File: src/sv/rlbd_pkg.sv
// Shared types, button codes, register indexes and reset values for the ladder debouncer.
package rlbd_pkg;

   typedef logic [2:0] btn_type;

   localparam btn_type BTN_NONE     = 3'd0;
   localparam btn_type BTN_RIGHT    = 3'd1;
   localparam btn_type BTN_LEFT     = 3'd2;
   localparam btn_type BTN_CONFIRM  = 3'd3;
   localparam btn_type BTN_BACK     = 3'd4;
   localparam btn_type BTN_VOL_UP   = 3'd5;
   localparam btn_type BTN_VOL_DOWN = 3'd6;
   localparam btn_type BTN_POWER    = 3'd7;

   localparam int unsigned CSR_INDEX_W = 3;
   localparam int unsigned CSR_DATA_W  = 16;

   typedef logic [CSR_INDEX_W-1:0] csr_index_type;

   localparam csr_index_type REG_TOLERANCE      = 3'd0;
   localparam csr_index_type REG_DEBOUNCE_MS    = 3'd1;
   localparam csr_index_type REG_RIGHT_LEVEL    = 3'd2;
   localparam csr_index_type REG_LEFT_LEVEL     = 3'd3;
   localparam csr_index_type REG_CONFIRM_LEVEL  = 3'd4;
   localparam csr_index_type REG_BACK_LEVEL     = 3'd5;
   localparam csr_index_type REG_VOL_UP_LEVEL   = 3'd6;
   localparam csr_index_type REG_VOL_DOWN_LEVEL = 3'd7;

   localparam logic [11:0] VD_A2_LIMIT = 12'd200;
   localparam logic [11:0] VD_A1_IDLE  = 12'd3800;

   localparam logic [11:0] RST_TOLERANCE      = 12'd120;
   localparam logic [15:0] RST_DEBOUNCE_MS    = 16'd40;
   localparam logic [11:0] RST_RIGHT_LEVEL    = 12'd3;
   localparam logic [11:0] RST_LEFT_LEVEL     = 12'd1470;
   localparam logic [11:0] RST_CONFIRM_LEVEL  = 12'd2655;
   localparam logic [11:0] RST_BACK_LEVEL     = 12'd3470;
   localparam logic [11:0] RST_VOL_UP_LEVEL   = 12'd2205;
   localparam logic [11:0] RST_VOL_DOWN_LEVEL = 12'd3;

   typedef struct packed {
      logic [11:0] tolerance;
      logic [15:0] debounce_ms;
      logic [11:0] right_level;
      logic [11:0] left_level;
      logic [11:0] confirm_level;
      logic [11:0] back_level;
      logic [11:0] vol_up_level;
      logic [11:0] vol_down_level;
   } cfg_type;

   // One classified poll as it waits between front and back.
   typedef struct packed {
      btn_type     btn;
      logic        pwr;
      logic [31:0] now_ms;
   } item_type;

   typedef struct packed {
      logic     valid;
      item_type item;
   } push_type;

   function automatic logic near_level(logic [11:0] v, logic [11:0] level,
                                       logic [11:0] tol);
      logic [11:0] gap;
      gap = (v >= level) ? (v - level) : (level - v);
      return gap <= tol;
   endfunction

endpackage

File: src/sv/rlbd_req_if.sv
// Poll channel: valid/ready handshake plus the ladder samples, power pin and timestamp.
interface rlbd_req_if;
   logic        valid;
   logic        ready;
   logic [11:0] ladder_one;
   logic [11:0] ladder_two;
   logic        power_pin_low;
   logic [31:0] now_ms;

   modport source (output valid, ladder_one, ladder_two, power_pin_low, now_ms,
                   input ready);
   modport sink (input valid, ladder_one, ladder_two, power_pin_low, now_ms,
                 output ready);
endinterface

File: src/sv/rlbd_rsp_if.sv
// Result channel: valid/ready handshake plus the pressed code and power-hold time.
interface rlbd_rsp_if;
   logic        valid;
   logic        ready;
   logic [2:0]  pressed;
   logic [31:0] power_held_ms;

   modport source (output valid, pressed, power_held_ms, input ready);
   modport sink (input valid, pressed, power_held_ms, output ready);
endinterface

File: src/sv/resistor_ladder_button_debouncer.sv
// Top level of the resistor-ladder keypad debouncer: registers, front, queue and back.
//
// Each poll carries two 12-bit ladder samples, the active-low power pin and a
// millisecond timestamp, and produces exactly one result: the button code emitted
// by this poll (0 when nothing new counts) and the power-hold time in ms. The block
// takes one poll every clock cycle while req_chan.ready is high; each result
// passes through the decode queue and then the output register before it is
// presented. The sustained rate is set by the back end, which updates the
// debounce state for one poll per cycle while rsp_chan is not stalled. The
// decode queue holds QUEUE_DEPTH polls, so while the result side stalls the
// block absorbs QUEUE_DEPTH polls plus the held result before req_chan.ready
// drops. Registers are written through the csr_ port at any index 0 to 7 and
// should only change while no transaction is in flight.
module resistor_ladder_button_debouncer #(
   parameter int unsigned QUEUE_DEPTH = 2
) (
   input  logic                            clock,
   input  logic                            reset,
   rlbd_req_if.sink                        req_chan,
   rlbd_rsp_if.source                      rsp_chan,
   input  logic                            csr_we,
   input  logic [rlbd_pkg::CSR_INDEX_W-1:0] csr_index,
   input  logic [rlbd_pkg::CSR_DATA_W-1:0]  csr_wdata
);

   rlbd_pkg::cfg_type  cfg_ff, cfg_in;
   rlbd_pkg::push_type push;
   rlbd_pkg::item_type head;
   logic               q_full;
   logic               q_not_empty;
   logic               pop;

   // Register file: mask each write to its register's width.
   always_comb begin
      cfg_in = cfg_ff;
      if (csr_we) begin
         unique case (csr_index)
            rlbd_pkg::REG_TOLERANCE:      cfg_in.tolerance      = csr_wdata[11:0];
            rlbd_pkg::REG_DEBOUNCE_MS:    cfg_in.debounce_ms    = csr_wdata;
            rlbd_pkg::REG_RIGHT_LEVEL:    cfg_in.right_level    = csr_wdata[11:0];
            rlbd_pkg::REG_LEFT_LEVEL:     cfg_in.left_level     = csr_wdata[11:0];
            rlbd_pkg::REG_CONFIRM_LEVEL:  cfg_in.confirm_level  = csr_wdata[11:0];
            rlbd_pkg::REG_BACK_LEVEL:     cfg_in.back_level     = csr_wdata[11:0];
            rlbd_pkg::REG_VOL_UP_LEVEL:   cfg_in.vol_up_level   = csr_wdata[11:0];
            rlbd_pkg::REG_VOL_DOWN_LEVEL: cfg_in.vol_down_level = csr_wdata[11:0];
            default:                      cfg_in = cfg_ff;
         endcase
      end
   end

   always_ff @(posedge clock) begin
      if (reset) begin
         cfg_ff.tolerance      <= rlbd_pkg::RST_TOLERANCE;
         cfg_ff.debounce_ms    <= rlbd_pkg::RST_DEBOUNCE_MS;
         cfg_ff.right_level    <= rlbd_pkg::RST_RIGHT_LEVEL;
         cfg_ff.left_level     <= rlbd_pkg::RST_LEFT_LEVEL;
         cfg_ff.confirm_level  <= rlbd_pkg::RST_CONFIRM_LEVEL;
         cfg_ff.back_level     <= rlbd_pkg::RST_BACK_LEVEL;
         cfg_ff.vol_up_level   <= rlbd_pkg::RST_VOL_UP_LEVEL;
         cfg_ff.vol_down_level <= rlbd_pkg::RST_VOL_DOWN_LEVEL;
      end else begin
         cfg_ff <= cfg_in;
      end
   end

   // Decode each poll into a button code and push it into the queue.
   rlbd_front u_front (
      .req_chan (req_chan),
      .cfg      (cfg_ff),
      .q_full   (q_full),
      .push     (push)
   );

   // Hold decoded polls until the back end can take them.
   rlbd_queue #(
      .DEPTH (QUEUE_DEPTH)
   ) u_queue (
      .clock     (clock),
      .reset     (reset),
      .push      (push),
      .pop       (pop),
      .full      (q_full),
      .not_empty (q_not_empty),
      .head      (head)
   );

   // Advance debounce state and present one result per popped poll.
   rlbd_back u_back (
      .clock       (clock),
      .reset       (reset),
      .cfg         (cfg_ff),
      .q_not_empty (q_not_empty),
      .head        (head),
      .pop         (pop),
      .rsp_chan    (rsp_chan)
   );

   // The power code is internal and never leaves the block.
   a_no_power_code : assert property (@(posedge clock) disable iff (reset)
      rsp_chan.valid |-> (rsp_chan.pressed != rlbd_pkg::BTN_POWER))
      else $error("power code reached the result channel");

   // An emitted button implies the power pin was released on that poll.
   a_press_excludes_power : assert property (@(posedge clock) disable iff (reset)
      (rsp_chan.valid && rsp_chan.pressed != rlbd_pkg::BTN_NONE)
      |-> (rsp_chan.power_held_ms == '0))
      else $error("button emitted while power hold reported");

   // The back end pops only when the queue has something in it.
   a_pop_nonempty : assert property (@(posedge clock) disable iff (reset)
      pop |-> q_not_empty)
      else $error("pop from empty queue");

   // A pop always yields a valid result in the next cycle.
   a_pop_gives_result : assert property (@(posedge clock) disable iff (reset)
      pop |=> rsp_chan.valid)
      else $error("popped poll produced no result");

endmodule

File: src/sv/rlbd_front.sv
// Front end: take polls and decode the ladder samples into one button code.
module rlbd_front (
   rlbd_req_if.sink            req_chan,
   input  rlbd_pkg::cfg_type   cfg,
   input  logic                q_full,
   output rlbd_pkg::push_type  push
);

   logic [11:0]       a1;
   logic [11:0]       a2;
   rlbd_pkg::btn_type btn;

   assign a1 = req_chan.ladder_one;
   assign a2 = req_chan.ladder_two;

   always_comb begin
      if (req_chan.power_pin_low) begin
         btn = rlbd_pkg::BTN_POWER;
      end else if (rlbd_pkg::near_level(a1, cfg.right_level, cfg.tolerance)) begin
         btn = rlbd_pkg::BTN_RIGHT;
      end else if (rlbd_pkg::near_level(a1, cfg.left_level, cfg.tolerance)) begin
         btn = rlbd_pkg::BTN_LEFT;
      end else if (rlbd_pkg::near_level(a1, cfg.confirm_level, cfg.tolerance)) begin
         btn = rlbd_pkg::BTN_CONFIRM;
      end else if (rlbd_pkg::near_level(a1, cfg.back_level, cfg.tolerance)) begin
         btn = rlbd_pkg::BTN_BACK;
      end else if (rlbd_pkg::near_level(a2, cfg.vol_up_level, cfg.tolerance)) begin
         btn = rlbd_pkg::BTN_VOL_UP;
      end else if (rlbd_pkg::near_level(a2, cfg.vol_down_level, cfg.tolerance)
                   && (a2 < rlbd_pkg::VD_A2_LIMIT) && (a1 > rlbd_pkg::VD_A1_IDLE)) begin
         btn = rlbd_pkg::BTN_VOL_DOWN;
      end else begin
         btn = rlbd_pkg::BTN_NONE;
      end
   end

   assign req_chan.ready   = !q_full;
   assign push.valid       = req_chan.valid && !q_full;
   assign push.item.btn    = btn;
   assign push.item.pwr    = req_chan.power_pin_low;
   assign push.item.now_ms = req_chan.now_ms;

endmodule

File: src/sv/rlbd_queue.sv
// Short FIFO that decouples the decoder from the debounce back end.
module rlbd_queue #(
   parameter int unsigned DEPTH = 2
) (
   input  logic                clock,
   input  logic                reset,
   input  rlbd_pkg::push_type  push,
   input  logic                pop,
   output logic                full,
   output logic                not_empty,
   output rlbd_pkg::item_type  head
);

   localparam int unsigned PTR_W = (DEPTH > 1) ? $clog2(DEPTH) : 1;
   localparam int unsigned CNT_W = $clog2(DEPTH + 1);

   rlbd_pkg::item_type mem [DEPTH];
   logic [PTR_W-1:0]   wr_ptr_ff, wr_ptr_in;
   logic [PTR_W-1:0]   rd_ptr_ff, rd_ptr_in;
   logic [CNT_W-1:0]   count_ff, count_in;
   logic               do_push;
   logic               do_pop;

   assign full      = (count_ff == CNT_W'(DEPTH));
   assign not_empty = (count_ff != '0);
   assign head      = mem[rd_ptr_ff];
   assign do_push   = push.valid && !full;
   assign do_pop    = pop && not_empty;

   always_comb begin
      wr_ptr_in = wr_ptr_ff;
      rd_ptr_in = rd_ptr_ff;
      count_in  = count_ff;
      if (do_push) begin
         wr_ptr_in = (wr_ptr_ff == PTR_W'(DEPTH - 1)) ? '0 : wr_ptr_ff + 1'b1;
      end
      if (do_pop) begin
         rd_ptr_in = (rd_ptr_ff == PTR_W'(DEPTH - 1)) ? '0 : rd_ptr_ff + 1'b1;
      end
      if (do_push && !do_pop) begin
         count_in = count_ff + 1'b1;
      end else if (do_pop && !do_push) begin
         count_in = count_ff - 1'b1;
      end
   end

   always_ff @(posedge clock) begin
      if (reset) begin
         wr_ptr_ff <= '0;
         rd_ptr_ff <= '0;
         count_ff  <= '0;
      end else begin
         wr_ptr_ff <= wr_ptr_in;
         rd_ptr_ff <= rd_ptr_in;
         count_ff  <= count_in;
      end
   end

   always_ff @(posedge clock) begin
      if (do_push) begin
         mem[wr_ptr_ff] <= push.item;
      end
   end

endmodule

File: src/sv/rlbd_back.sv
// Back end: debounce state, once-per-press emission, power-hold timing and output register.
module rlbd_back (
   input  logic                clock,
   input  logic                reset,
   input  rlbd_pkg::cfg_type   cfg,
   input  logic                q_not_empty,
   input  rlbd_pkg::item_type  head,
   output logic                pop,
   rlbd_rsp_if.source          rsp_chan
);

   rlbd_pkg::btn_type stable_ff, stable_in;
   rlbd_pkg::btn_type emitted_ff, emitted_in;
   logic [31:0]       change_ff, change_in;
   logic [31:0]       since_ff, since_in;
   logic              out_valid_ff, out_valid_in;
   rlbd_pkg::btn_type pressed_ff, pressed_in;
   logic [31:0]       held_ff, held_in;

   logic [31:0]       elapsed;
   logic              settled;
   logic [31:0]       since_next;

   assign pop        = q_not_empty && (!out_valid_ff || rsp_chan.ready);
   assign elapsed    = head.now_ms - change_ff;
   assign settled    = elapsed >= {16'd0, cfg.debounce_ms};
   assign since_next = (since_ff != '0) ? since_ff :
                       ((head.now_ms == '0) ? 32'd1 : head.now_ms);

   always_comb begin
      stable_in    = stable_ff;
      emitted_in   = emitted_ff;
      change_in    = change_ff;
      since_in     = since_ff;
      out_valid_in = out_valid_ff && !rsp_chan.ready;
      pressed_in   = pressed_ff;
      held_in      = held_ff;
      if (pop) begin
         out_valid_in = 1'b1;
         pressed_in   = rlbd_pkg::BTN_NONE;
         held_in      = '0;
         if (head.btn != stable_ff) begin
            stable_in = head.btn;
            change_in = head.now_ms;
         end else if (settled && head.btn != rlbd_pkg::BTN_POWER) begin
            if (head.btn != rlbd_pkg::BTN_NONE && head.btn != emitted_ff) begin
               emitted_in = head.btn;
               pressed_in = head.btn;
            end else if (head.btn == rlbd_pkg::BTN_NONE) begin
               emitted_in = rlbd_pkg::BTN_NONE;
            end
         end
         if (head.pwr) begin
            since_in = since_next;
            held_in  = head.now_ms - since_next;
         end else begin
            since_in = '0;
         end
      end
   end

   always_ff @(posedge clock) begin
      if (reset) begin
         stable_ff    <= rlbd_pkg::BTN_NONE;
         emitted_ff   <= rlbd_pkg::BTN_NONE;
         change_ff    <= '0;
         since_ff     <= '0;
         out_valid_ff <= 1'b0;
      end else begin
         stable_ff    <= stable_in;
         emitted_ff   <= emitted_in;
         change_ff    <= change_in;
         since_ff     <= since_in;
         out_valid_ff <= out_valid_in;
      end
      pressed_ff <= pressed_in;
      held_ff    <= held_in;
   end

   assign rsp_chan.valid         = out_valid_ff;
   assign rsp_chan.pressed       = pressed_ff;
   assign rsp_chan.power_held_ms = held_ff;

endmodule
File: src/flat_wrapper.sv
// flat-port wrapper written by rule: the top's interface ports become plain ports
module resistor_ladder_button_debouncer_flat 
#(
   parameter int unsigned QUEUE_DEPTH = 2
)
  (clock, reset, csr_we, csr_index, csr_wdata, req_chan_valid, req_chan_ladder_one, req_chan_ladder_two, req_chan_power_pin_low, req_chan_now_ms, req_chan_ready, rsp_chan_valid, rsp_chan_pressed, rsp_chan_power_held_ms, rsp_chan_ready);
  rlbd_req_if req_chan_i ();
  rlbd_rsp_if rsp_chan_i ();
  input  logic clock;
  input  logic reset;
  input  logic csr_we;
  input  logic [rlbd_pkg::CSR_INDEX_W-1:0] csr_index;
  input  logic [rlbd_pkg::CSR_DATA_W-1:0] csr_wdata;
  input wire logic [$bits(req_chan_i.valid)-1:0] req_chan_valid;
  input wire logic [$bits(req_chan_i.ladder_one)-1:0] req_chan_ladder_one;
  input wire logic [$bits(req_chan_i.ladder_two)-1:0] req_chan_ladder_two;
  input wire logic [$bits(req_chan_i.power_pin_low)-1:0] req_chan_power_pin_low;
  input wire logic [$bits(req_chan_i.now_ms)-1:0] req_chan_now_ms;
  output wire logic [$bits(req_chan_i.ready)-1:0] req_chan_ready;
  output wire logic [$bits(rsp_chan_i.valid)-1:0] rsp_chan_valid;
  output wire logic [$bits(rsp_chan_i.pressed)-1:0] rsp_chan_pressed;
  output wire logic [$bits(rsp_chan_i.power_held_ms)-1:0] rsp_chan_power_held_ms;
  input wire logic [$bits(rsp_chan_i.ready)-1:0] rsp_chan_ready;
  assign req_chan_i.valid = req_chan_valid;
  assign req_chan_i.ladder_one = req_chan_ladder_one;
  assign req_chan_i.ladder_two = req_chan_ladder_two;
  assign req_chan_i.power_pin_low = req_chan_power_pin_low;
  assign req_chan_i.now_ms = req_chan_now_ms;
  assign req_chan_ready = req_chan_i.ready;
  assign rsp_chan_valid = rsp_chan_i.valid;
  assign rsp_chan_pressed = rsp_chan_i.pressed;
  assign rsp_chan_power_held_ms = rsp_chan_i.power_held_ms;
  assign rsp_chan_i.ready = rsp_chan_ready;
  resistor_ladder_button_debouncer #(.QUEUE_DEPTH(QUEUE_DEPTH)) u_core (.clock(clock), .reset(reset), .req_chan(req_chan_i), .rsp_chan(rsp_chan_i), .csr_we(csr_we), .csr_index(csr_index), .csr_wdata(csr_wdata));
endmodule
File: config.mk
export PLATFORM = sky130hd
export DESIGN_NAME = resistor_ladder_button_debouncer_flat
export DESIGN_NICKNAME = d
export VERILOG_FILES = /design/src/sv/rlbd_pkg.sv /design/src/sv/rlbd_req_if.sv /design/src/sv/rlbd_rsp_if.sv /design/src/sv/resistor_ladder_button_debouncer.sv /design/src/sv/rlbd_front.sv /design/src/sv/rlbd_queue.sv /design/src/sv/rlbd_back.sv /design/src/flat_wrapper.sv
export SDC_FILE = /design/constraint.sdc
export NUM_CORES = 1
export LEC_CHECK = 0
export ABC_AREA = 1
export BUFFER_PORTS_ARGS = -buffer_cell sky130_fd_sc_hd__buf_2
export CAP_MARGIN = 30
export CORE_MARGIN = 2
export CORE_UTILIZATION = 60
export CTS_BUF_LIST = sky130_fd_sc_hd__clkbuf_4 sky130_fd_sc_hd__clkbuf_8
export CTS_CLUSTER_DIAMETER = 30
export CTS_CLUSTER_SIZE = 8
export DETAILED_ROUTE_END_ITERATION = 8
export GPL_TIMING_DRIVEN = 0
export PLACE_DENSITY = 0.85
export SLEW_MARGIN = 5
export SYNTH_ARGS = -nofsm -noshare
export SYNTH_HDL_FRONTEND = slang
export SYNTH_SLANG_ARGS = --single-unit
File: constraint.sdc
create_clock -name clock -period 6 [get_ports clock]
set_clock_uncertainty 0.05 [all_clocks]
set_input_delay 1.5 -clock clock [delete_from_list [all_inputs] [get_ports clock]]
set_output_delay 1.5 -clock clock [all_outputs]
set_load 0.01 [all_outputs]
==> reports/qor.txt, run 1 <==
Crit path to - u_core.u_queue.mem[0][33]
Max Cap Viol - 0
Status - completed
Share of the synthesized area in the top cell type - 15.9%
Mapped Nets - 3502
Die W - 199 um
Slowest library cell on the worst path - ha_1
Fmax - 173 MHz
Critical Path Start - req_chan_ladder_one[10]
Mapped Avg Cell Area - 7.30 um^2
CP Data Required Time - 6340 ps
Simple-gate share of the synthesized area - 18.4%
Post-Synth XOR/XNOR Area - 3.27%
Max rail drop VDD - 0.488 mV
Synth top area cells - ha_1 16%, dfxtp_1 15%, edfxtp_1 14%
Vias in the first global route - 21.8k
Via count - 22.5k
Clk pin slew, worst setup/hold paths - 60 ps
Top-count cell post-synth - nand2_1
Port bufs - 116
Initial Util - 60.7%
Unique masters post-synth - 64
ANT cells - 0
Post-synth EDFFs - 107
Final Hold Viols - 0
Total power - 14.6 mW
Clock root cell - clkbuf_8
First-pass GRT wire length - 111000 um
Pin count of the biggest net entering global routing - 27
Worst setup SP type - input port
CP arrival - 6120 ps
PwrDens - 572 nW/um^2
Crit-path max cell delay - 470 ps
Inserted Clock Buffers - 61
Rows - 71
Antenna violations before repair - 1
Largest family of logic cells by synthesized area - compound AO/OA/AOI/OAI gates
Worst r2r dst - u_core.u_back.rsp_chan.pressed[0]
Finished Layout Cells - 3859
Worst slew margin - 36.3%
Reg2Reg Depth - 27
Post-synthesis sequential area ratio - 29.6%
Core ar. - 37500 um^2
Skew-Pair Late Insertion Delay - 680 ps
Routed Antenna Nets - 0
DRT Pass-1 Iters - 6
Num ports - 118
Total Wirelength - 70800 um
Setup Fix Bufs, Post-CTS - 0
Overall die height - 199 um
Final setup viols - 0
H-tree levels - 2
Mapped Area - 22700 um^2
Post-synthesis mux area share - 0.611%
Total GRT Usage - 35.8%
Share of cells above drive strength 1 - 9.26%
Path type of the worst setup path - input port to flip-flop
Congestion Overflow GR - 0
Routability cong. - 1.02
Tcrit/Tclk final - 96.4%
Clock sinks - 283
Ys async rst share - 0%
Hold WS - 411 ps
Worst slew pin tran - 946 ps
Syn. warnings - 0
Post-DR wirelength/cell - 18.3 um
P&R area growth vs syn - 12.1%
Adder-Cell Fraction of Synth Area - 17.1%
Number of fill cells - 3169
# placed instances - 3749
First DRT Iteration DRCs - 1932
Lkg Pwr - 12.2 nW
Die ar. - 39500 um^2
Sequential cell area - 6740 um^2
Multi-input gate area - 13800 um^2
Via density - 5.82
Most used DFF post-synth - dfxtp_1
Synth Instances - 3118
Final slew viol count - 0
# nets final - 3685
Dpl hpwl - 55200 um
R2R Setup Slk - 1110 ps
Crit-path cells - buf_2 > inv_1 > ha_1 > nand2_1 > inv_1 > a221oi_1 > nand4_2 > buf_2 > a21o_1 > xor2_1 > inv_1 > ha_1 > a21oi_1 > nor2_1 > a211oi_1 > o21ai_0 > o22ai_1 > inv_1 > nand2_1 > nand2_1 > a21oi_1 > nand2_1
Final setup margin - 214 ps
Largest area contributor in the netlist - ha_1
Dpl ws - -147 ps
Seq cells post-synth - 283
Clk buf depth - 3
Complex-gate fraction of the synthesized area - 21.0%
Min Tclk post-route - 5790 ps
Post-synth top cells - 579 x nand2_1, 509 x inv_1, 390 x a21oi_1
CTS Hold Buffers Added - 0
CP Max Fanout - 10
CTS tree - built
Min-Delay Path Class - flip-flop to flip-flop
Setup crit end kind - flip-flop
# DRC - 0
[sequential cells by signal, summed over array words and instances (netlist names), named ones only]
register / flops
u_core.u_back.since_ff: 32
u_core.u_back.rsp_chan.valid: 1
u_core.u_back.rsp_chan.pressed: 3
u_core.u_back.stable_ff: 3
u_core.u_queue.count_ff: 2
u_core.u_queue.wr_ptr_ff: 1
u_core.u_back.emitted_ff: 3
u_core.u_queue.mem: 72
u_core.u_back.change_ff: 32
u_core.u_queue.rd_ptr_ff: 1
u_core.u_back.rsp_chan.power_held_ms: 32
u_core.cfg_ff: 100
[per-stage QoR]
stage	TNS (ps)	utilization (%)	area (um^2)
CTS	0	68.0	25500
detailed placement	-554	64.2	24100
floorplan	0	-	22700
finish	0	68.0	25500
global route	-3.45	68.0	25500
global placement	-226	63.9	24000
[repair_timing]
| action | CTS | global route |
|---|---|---|
| resized for setup | 0 | 2 |
| endpoints found under the setup margin | 0 | 2 |
| hold endpoints to repair | 0 | 0 |
[how the worst min path moves through the flow]
stage	startpoint	to	depth (start not counted)
finish	u_core.u_back.change_ff[14]	u_core.u_back.change_ff[14]	2
global route	u_core.u_queue.rd_ptr_ff	u_core.u_queue.rd_ptr_ff	1
CTS	u_core.u_back.change_ff[24]	u_core.u_back.change_ff[24]	2
detailed placement	u_core.u_queue.rd_ptr_ff	u_core.u_queue.rd_ptr_ff	1
global placement	u_core.u_queue.rd_ptr_ff	u_core.u_queue.rd_ptr_ff	1
floorplan	u_core.u_queue.rd_ptr_ff	flip-flop	1
[layout make-up]
class / count / share of cell area (%)
clock inverters: 29 / 1.52
clock buffers: 81 / 4.05
plain buffers: 66 / 1.19
multi-input cells: 2249 / 54.1
inverters: 520 / 7.67
flip-flops and latches: 283 / 26.4
well taps: 511 / 2.51
repair buffers: 120 / 2.56
[critical path, delay by kind of cell]
| family | cells | cell delay (ps) |
|---|---|---|
| compound gates | 7 | 1810 |
| xor+xnor | 1 | 130 |
| fa+ha+maj | 2 | 770 |
| buf+inv | 6 | 1110 |
| simple gates | 6 | 790 |
[routing by layer]
metal / wire length, um / track usage [%]
met1: 27900 / 42.5
met2: 32900 / 61.3
met3: 5940 / 6.07
met4: 4030 / 20.3
met5: 0 / 0
[cell families after synthesis]
group,after synthesis
compound gates,839
buf+inv,586
fa+ha+maj,303
xor+xnor,85
flops,283
mux,13
simple gates,1009
[cell usage in the layout, fill, tap and decap left out, types with 17 or more instances in the layout]
| cell | instances |
|---|---|
| xnor2_1 | 40 |
| nand3_1 | 77 |
| nand2_1 | 579 |
| o21ai_0 | 249 |
| dfxtp_1 | 176 |
| nand4_1 | 34 |
| nor2_1 | 237 |
| ha_1 | 289 |
| o21a_1 | 20 |
| nor3_1 | 17 |
| o211ai_1 | 47 |
| xor2_1 | 45 |
| edfxtp_1 | 107 |
| clkbuf_1 | 40 |
| or2_1 | 20 |
| a21oi_1 | 390 |
| inv_1 | 509 |
| a2bb2oi_1 | 28 |
| clkbuf_8 | 68 |
| or2_2 | 18 |
| buf_2 | 137 |
[power by group]
part / switching [mW] / internal [mW] / total [mW]
Clock: 0.933 / 1.48 / 2.41
Combinational: 6.13 / 3.29 / 9.41
Sequential: 0.162 / 2.60 / 2.76
Power figures use the tool's default switching activity.
==> run 2, diff against run 1 <==
CTS_BUF_LIST = not set   (was sky130_fd_sc_hd__clkbuf_4 sky130_fd_sc_hd__clkbuf_8)
SYNTH_HIERARCHICAL = 1   (was not set)
==> run 2 against run 1 <==
Net effect:
- critical path depth rose by 3
- fmax up 16%
- worst hold slack lost 6.6 ps
- register-to-register slack better by 40 ps
- final area is 11% higher
- global-route usage is 1.8 points lower
- cell count rose by 13%
- critical path type unchanged
==> reports/qor.txt, run 2 <==
Status - completed
Final instance area - 28300 um^2
Path type of the worst setup path - input port to flip-flop
Worst setup SP type - input port
CP Max Fanout - 10
Via density - 5.71
Crit path to - u_core/u_queue/mem[1][35]
Number of fill cells - 3453
Hold WS - 404 ps
Min-Delay Path Class - flip-flop to flip-flop
Post-Synth XOR/XNOR Area - 4.30%
Post-synthesis sequential area ratio - 26.9%
Clk pin slew, worst setup/hold paths - 40 ps
Final setup viols - 0
Final Hold Viols - 0
Final slew viol count - 0
Fin Setup TNS - 0 ps
H-tree levels - 2
Mapped Nets - 4006
Largest register FFs - 100
Core ar. - 41000 um^2
Rows - 74
Congestion Overflow GR - 0
Most frequent cells in the layout - 933 x nand2_1, 508 x inv_1, 383 x nor2_1
Num ports - 118
Worst slew pin tran - 923 ps
Mapped Avg Cell Area - 6.92 um^2
Skew-Pair Late Insertion Delay - 610 ps
Post-synthesis mux area share - 2.07%
Via count - 24.8k
R2R Setup Slk - 1150 ps
Synth Instances - 3622
Fmax - 201 MHz
Initial Util - 61.1%
Max Cap Viol - 0
Routability cong. - 0.994
DRT Pass-1 Iters - 8
Setup Fix Bufs, Post-CTS - 0
Slowest library cell on the worst path - fa_1
Tcrit/Tclk final - 83.0%
# DRC - 0
Top flop regs - u_core/cfg_ff x100, u_core/u_queue/mem x72
CP arrival - 5270 ps
Mapped Area - 25100 um^2
Seq cells post-synth - 283
Reg2Reg Depth - 22
Synth top area cells - ha_1 14%, dfxtp_1 14%, nand2_1 14%
Antenna violations before repair - 0
Port bufs - 85
Share of the synthesized area in the top cell type - 14.4%
Critical Path Start - req_chan_ladder_one[0]
Reg with most FFs - u_core/cfg_ff
Simple-gate share of the synthesized area - 27.1%
Routed Antenna Nets - 0
First-pass GRT wire length - 118000 um
Post-synth top cells - 933 x nand2_1, 509 x inv_1, 385 x nor2_1
Min Tclk post-route - 4980 ps
Largest family of logic cells by synthesized area - simple AND/OR/NAND/NOR gates
Clock root cell - clkbuf_16
Share of cells above drive strength 1 - 10.5%
ANT cells - 0
Most used DFF post-synth - dfxtp_1
Unique masters post-synth - 55
Inserted Clock Buffers - 60
Ys async rst share - 0%
Clk buf depth - 3
Top-count cell post-synth - nand2_1
Die W - 208 um
Post-DR wirelength/cell - 17.5 um
Adder-Cell Fraction of Synth Area - 15.5%
Total Wirelength - 76200 um
Most common cell after layout, fill and taps aside - nand2_1
Crit-path max cell delay - 490 ps
Worst slew margin - 38.4%
Total GRT Usage - 34.0%
Post-DP Area - 26200 um^2
CP most frequent cell - nand2_1
Worst r2r dst - u_core/u_back/rsp_chan.power_held_ms[24]
Overall die height - 208 um
Pin count of the biggest net entering global routing - 44
P&R area growth vs syn - 12.7%
Largest area contributor in the netlist - ha_1
CTS tree - built
RSZ-0062 raised after global routing - false
Clock sinks - 283
Die ar. - 43400 um^2
Vias in the first global route - 22.5k
# nets final - 4155
Dpl hpwl - 56800 um
Complex-gate fraction of the synthesized area - 13.0%
CP Data Required Time - 6290 ps
Post-synth EDFFs - 107
CTS resizes - 0
Setup crit end kind - flip-flop
First DRT Iteration DRCs - 2719
Syn. warnings - 6
CTS Hold Buffers Added - 0
-- run 2: cell types whose count changed after synthesis, sizes merged, moves of 51 or more --
cell | previous run | this run
nand3 | 80 | 208
nor2 | 239 | 401
xor2 | 45 | 96
a21oi | 390 | 299
nand2 | 580 | 951
buf | 25 | 95
o21ai | 264 | 161
-- run 2: critical path, delay by kind of cell --
kind | cells | cell delay (ps)
buf+inv | 6 | 870
fa+ha+maj | 3 | 1010
simple gates | 16 | 1890
-- run 2: metal layers --
metal  up-vias  wire length [um]  global-route usage (%)  share of wire [%]
li1      12017                 -                       -                  -
met1     11293             31900                    47.0                 42
met2      1298             33100                    52.7                 43
met3       226              8280                    6.01                 11
met4         0              2980                    13.3                3.9
met5         -                 0                       0                  0
-- run 2: cell families (layout without fill, tap and decap cells) --
kind of cell / after synthesis / in the layout
compound gates: 580 / 580
buf+inv: 657 / 854
fa+ha+maj: 303 / 303
flops: 283 / 283
xor+xnor: 123 / 123
simple gates: 1640 / 1640
mux: 36 / 36
-- run 2: how the worst min path moves through the flow --
stage | startpoint | endpoint | slack, ps | cells past startpoint
6_report | u_core/cfg_ff[35] | u_core/cfg_ff[35] | 400 | 2
5_1_grt | u_core/u_back/change_ff[17] | u_core/u_back/change_ff[17] | 430 | 2
4_1_cts | u_core/cfg_ff[35] | u_core/cfg_ff[35] | 410 | 2
3_3_place_gp | u_core/cfg_ff[35] | u_core/cfg_ff[35] | 390 | 2
3_5_place_dp | u_core/cfg_ff[35] | u_core/cfg_ff[35] | 390 | 2
2_1_floorplan | u_core/cfg_ff[23] | u_core/cfg_ff[23] | 380 | 2
-- run 2: layout make-up --
cell class | count | area, um^2 | share of cell area, %
plain buffers | 125 | 785 | 2.78
clock buffers | 79 | 1670 | 5.90
clock inverters | 31 | 369 | 1.31
inverters | 532 | 2000 | 7.07
multi-input cells | 2682 | 15600 | 55.1
flip-flops and latches | 283 | 6740 | 23.8
well taps | 532 | 666 | 2.36
repair buffers | 87 | 465 | 1.65
-- run 2: through the flow --
stage	utilization (%)	cells	setup slack [ps]
4_1_cts	68.9	4351	1180
5_1_grt	68.9	4351	940
3_5_place_dp	63.9	4241	568
2_1_floorplan	-	3622	1680
3_3_place_gp	63.8	4239	565
6_report	68.9	4351	1020
Power of run 2 is not shown: default switching activity piles up to over one toggle a cycle in this logic, so the estimate is an artifact.
